--- config.mk ---
export PLATFORM = sky130hd
export DESIGN_NAME = csv_row_indexer
export DESIGN_NICKNAME = d
export VERILOG_FILES = /design/src/rtl/csvri_pkg.sv /design/src/rtl/csvri_id_parser.sv /design/src/rtl/csvri_row_ctl.sv /design/src/rtl/csv_row_indexer.sv
export SDC_FILE = /design/constraint.sdc
export NUM_CORES = 1
export LEC_CHECK = 0
export BUFFER_PORTS_ARGS = -buffer_cell sky130_fd_sc_hd__buf_2
export CAP_MARGIN = 40
export CORE_MARGIN = 10
export CORE_UTILIZATION = 40
export CTS_BUF_LIST = sky130_fd_sc_hd__clkbuf_16
export DETAILED_ROUTE_END_ITERATION = 10
export GPL_TIMING_DRIVEN = 0
export SLEW_MARGIN = 0
export SYNTH_ARGS = -nofsm -noshare
export SYNTH_HDL_FRONTEND = slang
export SYNTH_SLANG_ARGS = --single-unit
--- constraint.sdc ---
create_clock -name clk_i -period 5.6 [get_ports clk_i]
set_input_delay 1.12 -clock clk_i [delete_from_list [all_inputs] [get_ports clk_i]]
set_output_delay 1.12 -clock clk_i [all_outputs]
set_load 0.005 [all_outputs]
--- src/rtl/csvri_pkg.sv ---
// csvri_pkg: shared types and constants for the CSV row indexer.
// Holds the request and result structs, parse phase codes and character constants.
// No dependencies.
package csvri_pkg;

  localparam int unsigned ROW_W = 32;
  localparam int unsigned ACC_W = ROW_W + 4;

  localparam logic [ROW_W-1:0] POS_LIMIT = 32'h7FFF_FFFF;
  localparam logic [ROW_W-1:0] NEG_LIMIT = 32'h8000_0000;
  localparam logic [ROW_W-1:0] LEN_MAX   = 32'hFFFF_FFFF;
  localparam logic [ROW_W-1:0] CAP_RESET = 32'hFFFF_FFFF;

  localparam logic [7:0] CH_NL    = 8'h0A;
  localparam logic [7:0] CH_CR    = 8'h0D;
  localparam logic [7:0] CH_TAB   = 8'h09;
  localparam logic [7:0] CH_VT    = 8'h0B;
  localparam logic [7:0] CH_FF    = 8'h0C;
  localparam logic [7:0] CH_SPACE = 8'h20;
  localparam logic [7:0] CH_PLUS  = 8'h2B;
  localparam logic [7:0] CH_COMMA = 8'h2C;
  localparam logic [7:0] CH_MINUS = 8'h2D;
  localparam logic [7:0] CH_ZERO  = 8'h30;
  localparam logic [7:0] CH_NINE  = 8'h39;

  localparam logic FUNC_DATA = 1'b0;
  localparam logic FUNC_EOF  = 1'b1;

  typedef enum logic [3:0] {
    PH_SPACE  = 4'b0001,
    PH_SIGN   = 4'b0010,
    PH_DIGITS = 4'b0100,
    PH_DONE   = 4'b1000
  } phase_e;

  typedef struct packed {
    logic       func;
    logic [7:0] data;
  } req_t;

  typedef struct packed {
    logic signed [ROW_W-1:0] row_id;
    logic [ROW_W-1:0]        text_offset;
    logic [ROW_W-1:0]        text_length;
    logic [ROW_W-1:0]        row_number;
    logic                    ids_sequential;
    logic                    capacity_error;
  } rsp_t;

  typedef struct packed {
    logic step;
    logic clear;
  } id_ctl_t;

endpackage

--- src/rtl/csvri_id_parser.sv ---
// csvri_id_parser: atoi-style ID parser with whitespace skip, sign and saturation.
// Uses csvri_pkg; driven by csvri_row_ctl through an id_ctl_t.
module csvri_id_parser
  import csvri_pkg::*;
(
  input  logic                    clk_i,
  input  logic                    rst_ni,
  input  id_ctl_t                 ctl_i,
  input  logic [7:0]              data_i,
  output logic signed [ROW_W-1:0] id_o
);

  phase_e           phase_q, phase_d;
  logic             neg_q, neg_d;
  logic [ROW_W-1:0] mag_q, mag_d;

  logic             is_digit, is_ws, is_sign;
  logic [3:0]       digit;
  logic [ROW_W-1:0] limit;
  logic [ACC_W-1:0] acc;
  logic [ROW_W-1:0] mag_acc;

  assign is_digit = (data_i >= CH_ZERO) && (data_i <= CH_NINE);
  assign is_ws    = (data_i == CH_SPACE) || (data_i == CH_TAB) || (data_i == CH_CR) ||
                    (data_i == CH_VT) || (data_i == CH_FF);
  assign is_sign  = (data_i == CH_PLUS) || (data_i == CH_MINUS);
  assign digit    = 4'(data_i - CH_ZERO);
  assign limit    = neg_q ? NEG_LIMIT : POS_LIMIT;
  assign acc      = ({4'b0, mag_q} << 3) + ({4'b0, mag_q} << 1) + ACC_W'(digit);
  assign mag_acc  = (acc > ACC_W'(limit)) ? limit : acc[ROW_W-1:0];

  always_comb begin
    phase_d = phase_q;
    neg_d   = neg_q;
    mag_d   = mag_q;
    if (ctl_i.clear) begin
      phase_d = PH_SPACE;
      neg_d   = 1'b0;
      mag_d   = '0;
    end else if (ctl_i.step) begin
      case (phase_q)
        PH_SPACE: begin
          if (is_ws) begin
            phase_d = PH_SPACE;
          end else if (is_sign) begin
            neg_d   = (data_i == CH_MINUS);
            phase_d = PH_SIGN;
          end else if (is_digit) begin
            mag_d   = mag_acc;
            phase_d = PH_DIGITS;
          end else begin
            phase_d = PH_DONE;
          end
        end
        PH_SIGN, PH_DIGITS: begin
          if (is_digit) begin
            mag_d   = mag_acc;
            phase_d = PH_DIGITS;
          end else begin
            phase_d = PH_DONE;
          end
        end
        PH_DONE: begin
          phase_d = PH_DONE;
        end
        default: begin
          phase_d = PH_DONE;
        end
      endcase
    end
  end

  always_ff @(posedge clk_i or negedge rst_ni) begin
    if (!rst_ni) begin
      phase_q <= PH_SPACE;
      neg_q   <= 1'b0;
      mag_q   <= '0;
    end else begin
      phase_q <= phase_d;
      neg_q   <= neg_d;
      mag_q   <= mag_d;
    end
  end

  assign id_o = neg_q ? $signed(ROW_W'(0) - mag_q) : $signed(mag_q);

endmodule

--- src/rtl/csvri_row_ctl.sv ---
// csvri_row_ctl: line and row state, capacity check and result formation.
// Uses csvri_pkg and csvri_id_parser.
module csvri_row_ctl
  import csvri_pkg::*;
#(
  parameter int unsigned OFFSET_BITS = 32
) (
  input  logic             clk_i,
  input  logic             rst_ni,
  input  logic             proc_i,
  input  req_t             req_i,
  input  logic [ROW_W-1:0] capacity_i,
  output logic             res_valid_o,
  output rsp_t             res_o,
  output logic             stopped_o
);

  logic [OFFSET_BITS-1:0] byte_ofs_q, text_ofs_q;
  logic                   seen_comma_q, last_cr_q, seq_q, stopped_q;
  logic [ROW_W-1:0]       text_len_q, rows_q, line_id_q;

  logic                    do_byte, do_eof, is_nl, is_comma, finish, row_due, cap_hit, seq_ok;
  logic [ROW_W-1:0]        rows_inc, len_out;
  logic signed [ROW_W-1:0] id_val;
  id_ctl_t                 id_ctl;

  assign is_nl    = (req_i.data == CH_NL);
  assign is_comma = (req_i.data == CH_COMMA);
  assign do_byte  = proc_i && !stopped_q && (req_i.func == FUNC_DATA);
  assign do_eof   = proc_i && !stopped_q && (req_i.func == FUNC_EOF);
  assign finish   = do_eof || (do_byte && is_nl);
  assign row_due  = finish && seen_comma_q;
  assign cap_hit  = (rows_q >= capacity_i);
  assign rows_inc = rows_q + ROW_W'(1);
  assign seq_ok   = seq_q && (line_id_q == rows_inc);
  assign len_out  = (last_cr_q && (text_len_q != '0)) ? text_len_q - ROW_W'(1) : text_len_q;

  assign id_ctl.clear = finish;
  assign id_ctl.step  = do_byte && !seen_comma_q && !is_comma && !is_nl;

  csvri_id_parser u_id_parser (
    .clk_i  (clk_i),
    .rst_ni (rst_ni),
    .ctl_i  (id_ctl),
    .data_i (req_i.data),
    .id_o   (id_val)
  );

  always_comb begin
    res_o = '0;
    if (cap_hit) begin
      res_o.capacity_error = 1'b1;
    end else begin
      res_o.row_id         = $signed(line_id_q);
      res_o.text_offset    = ROW_W'(text_ofs_q);
      res_o.text_length    = len_out;
      res_o.row_number     = rows_inc;
      res_o.ids_sequential = seq_ok;
    end
  end

  assign res_valid_o = row_due;
  assign stopped_o   = stopped_q;

  always_ff @(posedge clk_i or negedge rst_ni) begin
    if (!rst_ni) begin
      byte_ofs_q   <= '0;
      text_ofs_q   <= '0;
      seen_comma_q <= 1'b0;
      last_cr_q    <= 1'b0;
      text_len_q   <= '0;
      line_id_q    <= '0;
      rows_q       <= '0;
      seq_q        <= 1'b1;
      stopped_q    <= 1'b0;
    end else begin
      if (do_byte) begin
        byte_ofs_q <= byte_ofs_q + OFFSET_BITS'(1);
      end
      if (row_due && cap_hit) begin
        stopped_q <= 1'b1;
      end else if (row_due) begin
        rows_q <= rows_inc;
        seq_q  <= seq_ok;
      end
      if (finish) begin
        seen_comma_q <= 1'b0;
        text_ofs_q   <= '0;
        text_len_q   <= '0;
        last_cr_q    <= 1'b0;
        line_id_q    <= '0;
      end else if (do_byte && !seen_comma_q && is_comma) begin
        seen_comma_q <= 1'b1;
        line_id_q    <= ROW_W'(id_val);
        text_ofs_q   <= byte_ofs_q + OFFSET_BITS'(1);
      end else if (do_byte && seen_comma_q) begin
        if (text_len_q != LEN_MAX) begin
          text_len_q <= text_len_q + ROW_W'(1);
        end
        last_cr_q <= (req_i.data == CH_CR);
      end
    end
  end

endmodule

--- src/rtl/csv_row_indexer.sv ---
// csv_row_indexer: top level of the CSV row indexer.
// Uses csvri_pkg and csvri_row_ctl; holds the input, capacity and result registers.
//
// Usage:
//   Input channel (in_valid_i/in_ready_o, in_req_i) carries one request per byte:
//   func 0 with a file byte in data, or func 1 to flush the pending line at end
//   of file. Output channel (out_valid_o/out_ready_i, out_rsp_o) carries one
//   result per indexed row, or a single result with capacity_error set once
//   more rows arrive than row_capacity allows; after that the block drops all
//   requests and gives no more results until reset.
//   A result passes the input register and then the result register: the
//   accepting edge loads the request into the input register, and the result
//   register loads when that request is processed and the result side can move.
//   Throughput: one request per cycle unless the receiver stalls; the per-byte ID
//   update is one multiply-by-ten accumulate and compare between the two registers.
//   When the receiver stalls, the result register holds and the request waiting
//   in the input register holds; in_ready_o stays high while either can move.
//   cfg_we_i/cfg_wdata_i write row_capacity; write it only while idle.
//   Reset: row_capacity is all ones, byte offset, row count and line state clear,
//   and the sequential-ID flag is set.
module csv_row_indexer
  import csvri_pkg::*;
#(
  parameter int unsigned OFFSET_BITS = 32
) (
  input  logic             clk_i,
  input  logic             rst_ni,
  input  logic             in_valid_i,
  output logic             in_ready_o,
  input  req_t             in_req_i,
  output logic             out_valid_o,
  input  logic             out_ready_i,
  output rsp_t             out_rsp_o,
  input  logic             cfg_we_i,
  input  logic [ROW_W-1:0] cfg_wdata_i
);

  logic             in_valid_q, out_valid_q;
  req_t             in_req_q;
  rsp_t             out_rsp_q, res;
  logic [ROW_W-1:0] capacity_q;
  logic             adv, proc, res_valid, stopped;

  assign adv        = !out_valid_q || out_ready_i;
  assign proc       = in_valid_q && adv;
  assign in_ready_o = !in_valid_q || adv;

  csvri_row_ctl #(
    .OFFSET_BITS (OFFSET_BITS)
  ) u_row_ctl (
    .clk_i       (clk_i),
    .rst_ni      (rst_ni),
    .proc_i      (proc),
    .req_i       (in_req_q),
    .capacity_i  (capacity_q),
    .res_valid_o (res_valid),
    .res_o       (res),
    .stopped_o   (stopped)
  );

  always_ff @(posedge clk_i or negedge rst_ni) begin
    if (!rst_ni) begin
      in_valid_q  <= 1'b0;
      out_valid_q <= 1'b0;
      capacity_q  <= CAP_RESET;
    end else begin
      if (in_ready_o) begin
        in_valid_q <= in_valid_i;
      end
      if (adv) begin
        out_valid_q <= proc && res_valid;
      end
      if (cfg_we_i) begin
        capacity_q <= cfg_wdata_i;
      end
    end
  end

  always_ff @(posedge clk_i) begin
    if (in_valid_i && in_ready_o) begin
      in_req_q <= in_req_i;
    end
    if (adv && proc && res_valid) begin
      out_rsp_q <= res;
    end
  end

  assign out_valid_o = out_valid_q;
  assign out_rsp_o   = out_rsp_q;

  assert property (@(posedge clk_i) disable iff (!rst_ni)
    !out_valid_q |-> in_ready_o)
    else $error("input stalled with empty result register");

  assert property (@(posedge clk_i) disable iff (!rst_ni)
    stopped |-> !res_valid)
    else $error("result formed after capacity stop");

  assert property (@(posedge clk_i) disable iff (!rst_ni)
    (proc && res_valid && res.capacity_error) |=> stopped)
    else $error("capacity error did not stop the block");

  assert property (@(posedge clk_i) disable iff (!rst_ni)
    (out_valid_o && !out_rsp_o.capacity_error) |-> (out_rsp_o.row_number != '0))
    else $error("row result with zero row number");

endmodule

After elaboration in Yosys (flattened, before gate mapping)
Cells that the tools add are included.
{"block": "totals", "reg_bits": 374, "inputBits": 46, "output_inout_bits": 132, "wordCells": 137}
{"block": "op_classes", "n_addsub": 8, "order_cmp": 4, "eq_ne": 18, "mux": 35, "bitwise": 2, "reduce_logical": 47}
{"cell": "32-bit 2-to-1 mux", "n": 17}
{"cell": "32-bit by 1-bit adder with 32-bit output (second input constant)", "n": 3}
{"cell": "32-bit one-hot mux with 2 select lines", "n": 1}
{"cell": "8-bit by 4-bit equality test with 1-bit output (second input constant)", "n": 5}
{"cell": "35-bit by 33-bit adder with 36-bit output", "n": 1}
{"cell": "36-bit by 4-bit adder with 36-bit output", "n": 1}
{"cell": "36-bit by 32-bit > comparator with 1-bit output", "n": 1}
{"cell": "32-bit equality test", "n": 1}
{"cell": "8-bit by 6-bit equality test with 1-bit output (second input constant)", "n": 4}
{"cell": "32-bit greater-or-equal comparator", "n": 1}
{"cell": "32-bit inequality test (second input constant)", "n": 1}
{"cell": "32-bit nonzero test", "n": 1}
{"cell": "1-bit by 32-bit subtractor with 32-bit output (first input constant)", "n": 1}
{"cell": "32-bit by 1-bit subtractor with 32-bit output (second input constant)", "n": 1}
{"cell": "4-bit 2-to-1 mux", "n": 5}
{"cell": "1-bit logical AND", "n": 19}
{"cell": "2-bit nonzero test", "n": 6}
{"cell": "1-bit 2-to-1 mux", "n": 11}
{"cell": "8-bit by 6-bit greater-or-equal comparator with 1-bit output (second input constant)", "n": 1}
{"cell": "8-bit by 6-bit less-or-equal comparator with 1-bit output (second input constant)", "n": 1}
{"cell": "1-bit logical OR", "n": 8}
{"cell": "4-bit one-hot mux with 2 select lines", "n": 1}
{"cell": "4-bit AND reduction", "n": 2}
{"cell": "1-bit zero test", "n": 6}
{"cell": "11 further kinds", "n": 15}

Longest topological paths before layout
{"block": "logic_depth", "word_depth": 11, "ltp_mapped": 23, "ltp_nobuf": 21}

Cells and area by module
Synthesis repeated with hierarchy kept, for this count alone.
{"block": "hier_totals", "hier_cells": 2151, "area_unflattened_um2": 22031.1}
{"module": "csvri_row_ctl", "instances": 1, "cells_per_inst": 1261, "area_per_inst_um2": 10915.5, "seq_area_each_um2": 4105.2}
{"module": "csv_row_indexer", "instances": 1, "cells_per_inst": 217, "area_per_inst_um2": 5655.4, "seq_area_each_um2": 5064.9}
{"module": "csvri_id_parser", "instances": 1, "cells_per_inst": 673, "area_per_inst_um2": 5460.2, "seq_area_each_um2": 927.1}

Worst setup path after synthesis
Ideal clock, no wire load.
{"block": "synth_timing", "path_kind": "input to register", "start": "input out_ready_i", "end": "register u_row_ctl.rows_q[2]", "setup_ns": 0.136, "arrival_ns": 6.512, "t_required_ns": 5.464, "setup_slack_ns": -1.049, "stages": 9, "path_buffers": 2, "cell_sequence": "nor2b_1 nor3b_1 nand2_1 or2_1 clkbuf_1 inv_2 clkbuf_1 nand4_1 xnor2_1"}
{"block": "synth_between", "elab_chain_len": 10, "word_cells_on_any_way": 11, "cone_classes": "1 x bitwise; 10 x reduce/logical"}
{"element": "start: declaration", "line_no": "csv_row_indexer.sv:32", "text": "input logic out_ready_i,"}
{"element": "1-bit logical OR *", "line_no": "csv_row_indexer.sv:44", "text": "assign adv = !out_valid_q || out_ready_i;"}
{"element": "1-bit logical AND *", "line_no": "csv_row_indexer.sv:45", "text": "assign proc = in_valid_q && adv;"}
{"element": "1-bit logical AND *", "line_no": "csvri_row_ctl.sv:29, csvri_row_ctl.sv:30"}
{"element": "1-bit logical AND", "line_no": "csvri_row_ctl.sv:29", "text": "assign do_byte = proc_i && !stopped_q && (req_i.func == FUNC_DATA);"}
{"element": "1-bit logical AND", "line_no": "csvri_row_ctl.sv:31", "text": "assign finish = do_eof || (do_byte && is_nl);"}
{"element": "1-bit logical OR *", "line_no": "csvri_row_ctl.sv:31"}
{"element": "1-bit logical AND *", "line_no": "csvri_row_ctl.sv:32", "text": "assign row_due = finish && seen_comma_q;"}
{"element": "1-bit logical AND", "line_no": "csvri_row_ctl.sv:80", "text": "if (row_due && cap_hit) begin"}
{"element": "1-bit inverter (no line)"}
{"element": "2-bit AND reduction (no line) *"}
{"element": "end signal: assignment", "line_no": "csvri_row_ctl.sv:83", "text": "rows_q <= rows_inc;"}
{"element": "end: declaration", "line_no": "csvri_row_ctl.sv:20", "text": "logic [ROW_W-1:0] text_len_q, rows_q, line_id_q;"}
Mark *: on every way between the ends. The rest lies on a longest branch, timed or not.
A chain may end at the register's enable or synchronous reset.

Worst setup path in the final report
{"block": "layout_timing", "start": "register in_req_q[3] (netlist name)", "end": "register u_row_ctl.u_id_parser.mag_q[3]"}
{"block": "layout_between", "elab_chain_len": 10, "word_cells_on_any_way": 38, "cone_classes": "2 x add/sub; 3 x order compare; 11 x eq/ne; 7 x mux; 15 x reduce/logical"}
{"element": "start: declaration", "line_no": "csv_row_indexer.sv:39", "text": "req_t in_req_q;"}
{"element": "start signal: assignment", "line_no": "csv_row_indexer.sv:81", "text": "in_req_q <= in_req_i;"}
{"element": "4-bit by 1-bit subtractor with 4-bit output", "line_no": "csvri_id_parser.sv:27", "text": "assign digit = 4'(data_i - CH_ZERO);"}
{"element": "36-bit by 4-bit adder with 36-bit output", "line_no": "csvri_id_parser.sv:29", "text": "assign acc = ({4'b0, mag_q} << 3) + ({4'b0, mag_q} << 1) + ACC_W'(digit);"}
{"element": "36-bit by 32-bit > comparator with 1-bit output", "line_no": "csvri_id_parser.sv:30", "text": "assign mag_acc = (acc > ACC_W'(limit)) ? limit : acc[ROW_W-1:0];"}
{"element": "32-bit 2-to-1 mux", "line_no": "csvri_id_parser.sv:30"}
{"element": "32-bit 2-to-1 mux", "line_no": "csvri_id_parser.sv:48, csvri_id_parser.sv:56"}
{"element": "32-bit 2-to-1 mux", "line_no": "csvri_id_parser.sv:45", "text": "end else if (is_sign) begin"}
{"element": "32-bit 2-to-1 mux", "line_no": "csvri_id_parser.sv:43", "text": "if (is_ws) begin"}
{"element": "32-bit one-hot mux with 2 select lines", "line_no": "csvri_id_parser.sv:41", "text": "case (phase_q)"}
{"element": "32-bit 2-to-1 mux", "line_no": "csvri_id_parser.sv:40", "text": "end else if (ctl_i.step) begin"}
{"element": "32-bit 2-to-1 mux", "line_no": "csvri_id_parser.sv:36", "text": "if (ctl_i.clear) begin"}
{"element": "end signal: assignment", "line_no": "csvri_id_parser.sv:81", "text": "mag_q <= mag_d;"}
{"element": "end: declaration", "line_no": "csvri_id_parser.sv:15", "text": "logic [ROW_W-1:0] mag_q, mag_d;"}
Several ways; a longest one is shown, not always the timed one. The select of a mux whose other input is x is not followed.

==> out/metrics.csv <==
stage,metric,value,unit
placed_design,place_inst,2964,
floorplan,core-area,52700,um^2
placed_design,gp_congestion,0.912,
synthesis,synthTopCellsByArea,"dfrtp_1, edfxtp_1, ha_1",
cts,clk_latency,550,ps
cts,cts_tree,yes,
sta,slew_headroom,44.7,%
critical_path,ff2ff_setup_slack,130,ps
synthesis,synthArstFlopShare,62.8,%
finish,nets,2522,
power_and_ir_drop,ir_worst_vdd,0.183,mV
sta,rsz0062_at_grt,yes,
sta,worst_pin_slew,829,ps
route,vias_per_cell,5.36,
hold_path,min_from,u_row_ctl.stopped_o$_DFFE_PN0P_,
power_and_ir_drop,p_comb_share,4.6,%
cts,clockRootBuffer,clkbuf_16,
synthesis,synth_cell_types,90,
power_and_ir_drop,fin_total_pwr,5.74,mW
synthesis,syn_nets,2276,
cts,clk_path_buf_depth,3,
cts,hold_buffers,0,
floorplan,num_io_pins,178,
synthesis,yosysSeqAreaShare,47.4,%
synthesis,synth_warnings,0,
cts,cts-buffers-inserted,40,
critical_path,required,6090,ps
synthesis,synth_area_leader_cell,dfrtp_1,
finish,fin_cells,3061,
route,drc,0,
power_and_ir_drop,switching_share,22.6,%
finish,num_antenna_cells,0,
finish,drive_above_1_share,16.6,%
power_and_ir_drop,intPower,4.45,mW
global_route,grt-ovfl-total,0,
critical_path,critPathLaunchType,flip-flop,
sta,period_share,97.7,%
route,postRouteAntennaNets,0,
placed_design,place_hpwl,43900,um
floorplan,dieArea,62900,um^2
global_route,track_usage,17.6,%
power_and_ir_drop,p_seq_share,51.1,%
route,wire_per_inst,18.6,um
synthesis,yosysMostFrequentCell,dfrtp_1,
critical_path,slowest_delay,580,ps
hold_path,hold_path.class,flip-flop to flip-flop,
power_and_ir_drop,power_switching,1.30,mW
synthesis,synth_seq_cells,374,
route,drt-initial-drc-count,993,
synthesis,synth_top_area_share,23.6,%
power_and_ir_drop,power_density,231,nW/um^2
global_route,grt_pass1_vias,16200,
sta,hold_viol_final,0,
synthesis,avgSynthCellArea,10.2,um^2
floorplan,die_w,251,um
sta,fmax,0.183,GHz
sta,setup_violations,0,
sta,min_period,5470,ps
power_and_ir_drop,leakagePower,11.4,nW
sta,finalMaxSlewViolations,0,
global_route,grt_max_degree,98,
cts,h-tree-depth,2,
placed_design,io_buffers,176,
route,first_pass_iters,5,
critical_path,cp_slowest_cell,fa_2,
route,drt_wl_total,57000,um
synthesis,synth_enable_flop_cells,139,
finish,area_growth,16.8,%
synthesis,synthCells,2095,
critical_path,cp-end-kind,flip-flop,
critical_path,arrival,5960,ps
power_and_ir_drop,p_clk_share,44.3,%
critical_path,path_class,flip-flop to flip-flop,
global_route,antenna_found_initial,0,
synthesis,synth_ff_type,dfrtp_1,
critical_path,path_cells,"buf_6, fa_2, ha_4, a211oi_4, o21ai_2, o21a_1, or2_4, a211o_1, a21o_1, a21oi_2, xnor2_2, ha_1, a21oi_2, o211ai_1, a22o_1, o31ai_4, o2111ai_2, nor4_4, buf_4, and2b_4, buf_6, a221o_1",
critical_path,crit_start,in_req_q[3]$_DFFE_PP_,
cts,path_clk_slew,60,ps
floorplan,num_rows,84,
sta,fin_skew,18.2,ps
critical_path,timing.rr.start,in_req_q[3]$_DFFE_PP_,
synthesis,synth_commonest_cells,"dfrtp_1, nand2_1, nor2_1, xnor2_1, edfxtp_1",
cts,clkSinkCount,374,
critical_path,crit_fanout,7,
global_route,grt_pass1_wl,90200,um
run_status,status,completed,
floorplan,die_h,251,um
flow_run,drv_cap,0,
floorplan,start_util,40.5,%
route,num_vias,16400,
synthesis,synth_area,21300,um^2
kinds of logic after synthesis:
group | Yosys count | share of synthesized area [%]
AO/OA/AOI/OAI | 362 | 11.2
XOR/XNOR | 266 | 11.1
adder cells (fa/ha/maj) | 135 | 7.99
buffers and inverters | 183 | 3.39
flip-flops | 374 | 47.4
multiplexers | 7 | 0.346
AND/OR/NAND/NOR | 768 | 18.6
cell type report:
type	count	area [um^2]
Timing Repair Buffer	205	1190
Clock buffer	42	1050
Multi-Input combinational cell	1538	10700
Sequential cell	374	10100
Inverter	60	225
Fill cell	4878	27800
Buffer	122	522
Tap cell	688	861
Clock inverter	32	205
state kept, by name (all words and copies together) (netlist names), 9 cells and up:
signal                       flops
out_rsp_o                      130
u_row_ctl.line_id_q             32
capacity_q                      32
u_row_ctl.text_ofs_q            32
u_row_ctl.byte_ofs_q            32
in_req_q                         9
u_row_ctl.u_id_parser.mag_q     32
u_row_ctl.rows_q                32
u_row_ctl.text_len_q            32
layout by cell type (no fill, tap or decap), types with 65 or more instances in the layout:
cell type / Yosys / routed
a21oi_1: 69 / 65
and3_1: 102 / 102
buf_2: 11 / 182
clkbuf_1: 97 / 96
dfrtp_1: 201 / 198
edfxtp_1: 139 / 139
ha_1: 133 / 128
inv_1: 58 / 69
nand2_1: 176 / 176
nand3_1: 103 / 101
nor2_1: 166 / 165
o21ai_0: 119 / 118
xnor2_1: 159 / 157
xor2_1: 105 / 104
worst max-delay path, delay by kind of cell, from the launching register on:
kind,cells,cell delay [ps]
AOI/OAI and AO/OA,12,2390
xor gates and xnor gates,1,100
adders and majority gates,3,1150
buffers and inverters,3,480
DFF,1,380
and+or+nand+nor,3,880
worst paths after layout:
path / end / cells past startpoint
worst min-delay path: u_row_ctl.stopped_o$_DFFE_PN0P_ / 1
worst max register to register: u_row_ctl.u_id_parser.mag_q[3]$_DFFE_PN0P_ / 22
min in group asynchronous: out_valid_o$_DFFE_PN0N_ / 1
worst max-delay path: u_row_ctl.u_id_parser.mag_q[3]$_DFFE_PN0P_ / 22
worst min register to register: u_row_ctl.stopped_o$_DFFE_PN0P_ / 1
max in group asynchronous: u_row_ctl.text_ofs_q[8]$_DFFE_PN0P_ / 2
metrics by stage:
step	utilization (%)	instance area, um^2	TNS [ps]	setup slack [ps]	hold slack, ps
finish	47.3	24900	0	129	475
floorplan	-	21300	0	471	441
global route	47.3	24900	-1880	-81.6	496
CTS	46.9	24700	-1970	-80.9	482
detailed placement	44.0	23200	-26690	-875	466
global placement	43.8	23100	-202670	-834	455
power groups by stage:
stage          sequential, mW  combinational (mW)  clock, mW
4_1_cts                  2.94               0.260       2.61
2_1_floorplan            2.98               0.151          0
5_1_grt                  2.94               0.302       2.70
6_report                 2.94               0.264       2.54
3_3_place_gp             2.99               0.244          0
3_5_place_dp             2.99               0.256          0
routing by layer:
layer | GRT usage [%] | vias up | wire (um)
li1 | - | 7992 | -
met1 | 23.2 | 7962 | 26000
met2 | 29.1 | 370 | 26800
met3 | 2.27 | 83 | 2470
met4 | 6.42 | 0 | 1750
met5 | 0 | - | 0
repair_timing:
item / 4_1_cts / 5_1_grt
hold endpoints to repair: 0 / 0
pin swaps: 14 / 28
gates resized for setup: 36 / 25
setup endpoints to repair: 32 / 32
setup buffers: 9 / 12
gates cloned: 3 / 0
Note: power is estimated with default switching activity, not from simulation.
